**src/hdl/scdc_pkg.sv**
```systemverilog
// Shared types and constants of the strip charge-division calibrator.
// Used by the coefficient memory, both divider pipelines and the top level.
package scdc_pkg;

  localparam int DETECTORS = 40;
  localparam int STRIPS    = 8;
  localparam int ENTRIES   = DETECTORS * STRIPS;
  localparam int ADDR_W    = $clog2(ENTRIES);

  // Quotient bits of the position and corrected-sum dividers.
  localparam int POS_STEPS = 15;
  localparam int SUM_STEPS = 24;
  // Width of a positive curve value in units of 2^-46.
  localparam int DEN_W     = 56;

  localparam logic [23:0] REF_ENERGY_RESET = 24'd1404416;
  localparam logic [23:0] SUM_MAX          = 24'hFFFFFF;

  // Configuration register indexes.
  localparam int REG_REFERENCE_ENERGY = 0;

  typedef enum logic {
    OP_LOAD = 1'b0,
    OP_HIT  = 1'b1
  } op_e;

  typedef logic [ADDR_W-1:0] addr_t;

  // One coefficient memory entry.
  typedef struct packed {
    logic [15:0]        gain_l;
    logic [15:0]        gain_r;
    logic signed [23:0] c0;
    logic signed [23:0] c1;
    logic signed [23:0] c2;
  } coef_t;

  // Identity and gained energies of one hit.
  typedef struct packed {
    logic [5:0]  det;
    logic [2:0]  strip;
    logic [19:0] left;
    logic [19:0] right;
  } hit_t;

  // Stage contents of the position divider.
  // A zero left energy puts the hit at the right end, a position of exactly -1.
  typedef struct packed {
    hit_t               hit;
    logic signed [23:0] c0;
    logic signed [23:0] c1;
    logic signed [23:0] c2;
    logic [20:0]        sum;
    logic               neg;
    logic               full;
    logic [20:0]        rem;
    logic [POS_STEPS-1:0] quo;
  } pd_t;

  // Stage contents of the corrected-sum divider.
  typedef struct packed {
    hit_t             hit;
    logic [15:0]      pos;
    logic             bad;
    logic             sat;
    logic [DEN_W-1:0] den;
    logic [DEN_W-1:0] rem;
    logic [SUM_STEPS-1:0] quo;
  } sd_t;

endpackage

```
**src/hdl/scdc_pos_div.sv**
```systemverilog
// Position divider: restoring division of |L-R|*2^15 by L+R, one bit a stage.
// Uses scdc_pkg; the pipeline advances only when en_i is high.
module scdc_pos_div (
  input  logic             clk_i,
  input  logic             rst_ni,
  input  logic             en_i,
  input  logic             valid_i,
  input  scdc_pkg::pd_t    data_i,
  output logic             valid_o,
  output scdc_pkg::pd_t    data_o
);
  import scdc_pkg::*;

  logic valid_q [POS_STEPS];
  pd_t  st_q    [POS_STEPS];

  for (genvar k = 0; k < POS_STEPS; k++) begin : g_step
    pd_t         src;
    logic        src_v;
    pd_t         st_d;
    logic [21:0] r2;

    if (k == 0) begin : g_first
      assign src   = data_i;
      assign src_v = valid_i;
    end else begin : g_next
      assign src   = st_q[k-1];
      assign src_v = valid_q[k-1];
    end

    // Shift the remainder and try to subtract the sum.
    always_comb begin
      st_d = src;
      r2   = {src.rem, 1'b0};
      if (r2 >= {1'b0, src.sum}) begin
        st_d.rem = 21'(r2 - {1'b0, src.sum});
        st_d.quo = {src.quo[POS_STEPS-2:0], 1'b1};
      end else begin
        st_d.rem = r2[20:0];
        st_d.quo = {src.quo[POS_STEPS-2:0], 1'b0};
      end
    end

    always_ff @(posedge clk_i or negedge rst_ni) begin
      if (!rst_ni) begin
        valid_q[k] <= 1'b0;
      end else if (en_i) begin
        valid_q[k] <= src_v;
      end
    end

    always_ff @(posedge clk_i) begin
      if (en_i) begin
        st_q[k] <= st_d;
      end
    end
  end

  assign valid_o = valid_q[POS_STEPS-1];
  assign data_o  = st_q[POS_STEPS-1];

endmodule

```
**config.mk**
```make
export PLATFORM = sky130hd
export DESIGN_NAME = scdc_pos_div
export DESIGN_NICKNAME = d
export VERILOG_FILES = /design/src/hdl/scdc_pkg.sv /design/src/hdl/scdc_pos_div.sv
export SDC_FILE = /design/constraint.sdc
export NUM_CORES = 2
export LEC_CHECK = 0
export BUFFER_PORTS_ARGS = -buffer_cell sky130_fd_sc_hd__buf_4
export CELL_PAD_IN_SITES_DETAIL_PLACEMENT = 0
export CELL_PAD_IN_SITES_GLOBAL_PLACEMENT = 1
export CORE_MARGIN = 2
export CORE_UTILIZATION = 55
export CTS_BUF_LIST = sky130_fd_sc_hd__clkbuf_4
export DETAILED_ROUTE_END_ITERATION = 7
export MAX_ROUTING_LAYER = met4
export PLACE_DENSITY_LB_ADDON = 0.1
export SKIP_CTS_REPAIR_TIMING = 1
export SYNTH_ARGS = -nofsm -noshare
export SYNTH_HDL_FRONTEND = slang
export SYNTH_SLANG_ARGS = --single-unit
```
**constraint.sdc**
```tcl
create_clock -name clk_i -period 3.5 [get_ports clk_i]
set_clock_uncertainty 0.05 [all_clocks]
set_input_delay 0.35 -clock clk_i [delete_from_list [all_inputs] [get_ports clk_i]]
set_output_delay 0.35 -clock clk_i [all_outputs]
set_load 0.1 [all_outputs]
```
### Yosys cells after proc, flatten, opt, wreduce, memory -nomap -nowiden

Memories as Yosys holds them, arrays and structs flattened.
Cells that the tools add are included.

* add/subtract/negate cells: 15
* magnitude comparators: 15
* mux-type cells: 17

Operators by type and width (number)
* two-way mux 36 bit: 15
* greater-or-equal comparator 22 x 21 -> 1 bit: 15
* subtractor 21 bit: 15
* two-way mux 1 bit: 2

* output and inout bits: 181
* memories kept: 1
* flip-flop bits (word level): 15
* bits of input ports: 184
* logic and storage cells: 63
* memory bits (writable): 2700

Memory list
* st_q: words 15, width 180, rd ports 15, clocked after memory_dff 0, wr ports 15, RTL line scdc_pos_div.sv:15 `pd_t st_q [POS_STEPS];`

### Depth between registers and ports, before layout

An unclocked memory read counts as a cell.

* depth in word-level cells: 3
* depth in mapped cells: 13
* mapped depth without buffers: 12

### Worst setup path after synthesis

OpenSTA, ideal clock, no wires.

* path type: reg-to-reg
* from: mem st_q[2][23] (netlist bit)
* to: mem st_q[2][208] (netlist bit) (data pin)
* data required time: 3.190 ns
* period minus slack after synthesis: 2.965 ns
* arrival time: 2.655 ns
* buffers on the path: 2
* setup slack: 0.535 ns
* setup time: 0.260 ns
* stages on the path, launching flop included: 13
* path through: edfxtp_1 ha_1 clkbuf_1 a21oi_1 o21ai_0 a21o_1 a21oi_1 a21oi_1 o21bai_1 nand2_1 o21ai_1 buf_4 mux2_2

RTL lines (RTL line)
* start: declaration: scdc_pos_div.sv:15

==> impl_results.rst <==
.. list-table::
   :header-rows: 1

   * - Metric
     - Value
   * - Chip Width
     - 426 um
   * - Remaining routing DRC violations
     - 0
   * - Placement row count
     - approximately 150
   * - Required arrival time at the worst endpoint
     - approximately 4500 ps
   * - Period Utilization, post-route
     - between 90% and 100%
   * - Buffers & Inverters on Critical Path
     - 2
   * - Die height
     - 426 um
   * - Slowest stage cell on the critical path
     - edfxtp_1
   * - Slew headroom
     - between 40% and 50%
   * - Die area
     - 181000 um2
   * - Instance count after placement with tap cells included
     - between 8k and 9k
   * - Pwr dens
     - approximately 750 nW/um2
   * - Sequential Power Share
     - a little under half
   * - Switching power
     - 24800 uW
   * - Most common cell after layout, fill and taps aside
     - edfxtp_1
   * - Num CTS Buffers
     - between 600 and 700
   * - Sequence of cells on the critical path
     - ha_1, nor2b_1, o31ai_1, buf_4, a21oi_2, nor4b_2, o31ai_2, a221oi_2, a21oi_2, buf_12, mux2_1
   * - Boundary pin count
     - 365
   * - Layout area overhead
     - 18.2%
   * - Post-layout utilization of the core
     - between 60% and 70%
   * - Register area share after synthesis
     - roughly four fifths
   * - Most common flop cell mapped by yosys
     - edfxtp_1
   * - Root cell of the clock tree
     - clkbuf_4
   * - Final hold vios
     - 0
   * - Fin. max-slew vios
     - 0
   * - Global-route total usage across every layer
     - between 15 and 20%
   * - Mean area per synthesized cell
     - 17.8 um2
   * - Transition time at the pin with the least slew margin
     - just under 800 ps
   * - Clock latency of the later-clocked register in the worst-skew pair
     - 1370 ps
   * - Pin count of the biggest net entering global routing
     - 135
   * - Post-layout min period
     - 3310 ps
   * - Vias in the first global route
     - about 48k
   * - Arrival time at the worst endpoint
     - between 4000 and 5000 ps
   * - Count of warnings emitted by yosys
     - 0
   * - Result of the run
     - finished, final reports clean
   * - Routability congestion estimate
     - slightly above 0.9
   * - Global Route met1 Usage
     - roughly a fifth
   * - Max VDD drop
     - around 0.00047 V
   * - Vias post-DR
     - around 48k
   * - Worst hold-check path type
     - in -> async
   * - Nets@finish
     - between 7k and 8k
   * - Setup repair after global routing missed its margin
     - false
   * - Most used cell, CP
     - a21oi_2
   * - Post-synthesis instance area
     - roughly 98000 um2
   * - Number of synthesized flops with an enable pin
     - 2595
   * - Clock sinks
     - roughly 2.6k
   * - Portion of total power attributed to combinational logic
     - 25.2%
   * - Part of the total power dissipated in the clock network
     - a little over a quarter
   * - Fraction of final layout cells with drive strength greater than 1
     - between 20% and 30%
   * - Async SR Flop Fraction
     - less than 1%
   * - Synth unique cells
     - 84
   * - Nature of the critical path startpoint
     - flip-flop
   * - Synth Instances
     - about 5.5k
   * - Clock slew seen by the registers of the worst setup and hold paths
     - ~60 ps
   * - Ratio of routed vias to standard cells
     - approximately 5.0
   * - Max Fclk
     - roughly 300 MHz
   * - Iteration-0 DRC count of the detailed router
     - between 2k and 2.5k
   * - Net switching fraction of the power
     - between 20% and 30%
   * - Wirelength, routed
     - ~150000 um
   * - Syn Nets
     - 6019
   * - Post-route antenna net violation count
     - 0
   * - Reported leakage power
     - 0.0443 uW
   * - Post-layout instance count excluding filler cells
     - 9664
   * - Core Box Area
     - 176000 um2
   * - Detail Placement HPWL
     - 96900 um
   * - Busiest grt layer
     - met2
   * - Global routing met3 resource utilization
     - 4.00%
   * - CP delay by family, top
     - compound AO/OA/AOI/OAI gates
   * - Final number of setup-violating endpoints
     - 0
   * - Critical path endpoint category
     - flip-flop
   * - GR met2 Demand/Resource
     - approximately 28%
   * - TritonCTS clock tree
     - done
   * - Count of H-tree levels built during CTS
     - 6
   * - Number of violations of the max-capacitance limit
     - 0
   * - Initial DRT Pass Iterations
     - 5
   * - CP Class
     - reg -> reg
   * - Flop and latch count out of synthesis
     - ~2.6k
   * - Average wire per standard cell
     - ~16 um
   * - Starting density of the core
     - between 50% and 60%
   * - Internal power
     - a little over 60000 uW
   * - Most frequent cells in the layout
     - edfxtp_1, clkbuf_4, buf_4, inv_1, dlygate4sd3_1
   * - Number of buffers on the longest clock path
     - 4
   * - Wire length of the first global-routing pass
     - approximately 240000 um
   * - Initial antenna violation count
     - 8
   * - IO Port Bufs
     - about 350
   * - Accumulated negative setup slack
     - 0 ps
   * - Grt total ovfl
     - 0
   * - Highest fanout seen on the critical path
     - 33
   * - Worst path max stage delay
     - ~400 ps
per-layer routing:
layer,vias up,share of wire [%]
li1,24200,-
met1,22600,41
met2,1009,51
met3,390,4.1
met4,0,3.4
met5,-,0
synthesized netlist by cell type (all sizes together) (41+ instances only):
master,count,area (um2)
edfxtp,2595,77900
inv,410,1540
ha,315,3940
o21ai,261,1310
nand2,253,950
a21oi,227,1150
nor2,187,702
mux2,151,1770
xnor2,142,1240
a21o,130,976
xor2,98,858
nand3,66,330
nand2b,50,313
nor3,47,235
nor2b,45,282
o21a,41,308
cell families (layout without fill, tap and decap cells):
kind of cell	Yosys count	count (layout)	share of synthesized area, %
compound gates	883	883	5.75
xor+xnor	240	240	2.15
fa+ha+maj	330	330	4.33
buf+inv	476	2283	1.88
flops	2610	2610	80.0
mux	164	164	1.94
other cells	0	12	0
simple gates	802	802	3.95
tightest hold or removal path: cells and delay by family:
kind | cells | cell delay [ps]
buf+inv | 3 | 1600
sequential cells by signal (all words and copies together), names as in the netlist:
signal,cells
g_step.src_v,14
st_q,2595
valid_o,1
power groups by stage:
stage / clock [uW] / combinational, uW / sequential (uW)
4_1_cts: 24500 / 21600 / 41200
3_5_place_dp: 0 / 21500 / 41900
2_1_floorplan: 0 / 14600 / 42700
5_1_grt: 26100 / 24300 / 41500
3_3_place_gp: 0 / 21200 / 41800
6_report: 23400 / 21800 / 41200
cell type report:
class                   count  area, um2
flip-flops and latches   2610      78300
fillers                 12400      60800
multi-input cells        2419      17800
repair buffers            812       7410
clock buffers             907       6810
well taps                2340       2930
inverters                 411       1540
clock inverters           153        840
diodes                     12       30.0
path summary, 6_finish.rpt:
path / start / to / slack [ps] / cells past startpoint
setup / recovery: st_q[5][196] / st_q[6][31] / 190 / 11
hold / removal: rst_ni / valid_o / 100 / 3
setup reg to reg: st_q[5][196] / st_q[6][31] / 190 / 11
hold reg to reg: st_q[2][185] / st_q[3][6] / 300 / 0
max in group asynchronous: rst_ni / g_step[10].src_v / 2810 / 3
min in group clk_i: en_i / st_q[2][245] / 110 / 2
metrics by stage:
stage	hold WS (ps)	setup slack (ps)	instance area (um2)	power (uW)
floorplan	4.41	535	97900	57300
global placement	158	125	105000	63000
detailed placement	161	90.2	105000	63300
CTS	-1370	14.4	112000	87300
global route	-54.9	13.3	116000	92000
finish	100	186	116000	86400
No activity file was read; power rests on OpenSTA's default activity.
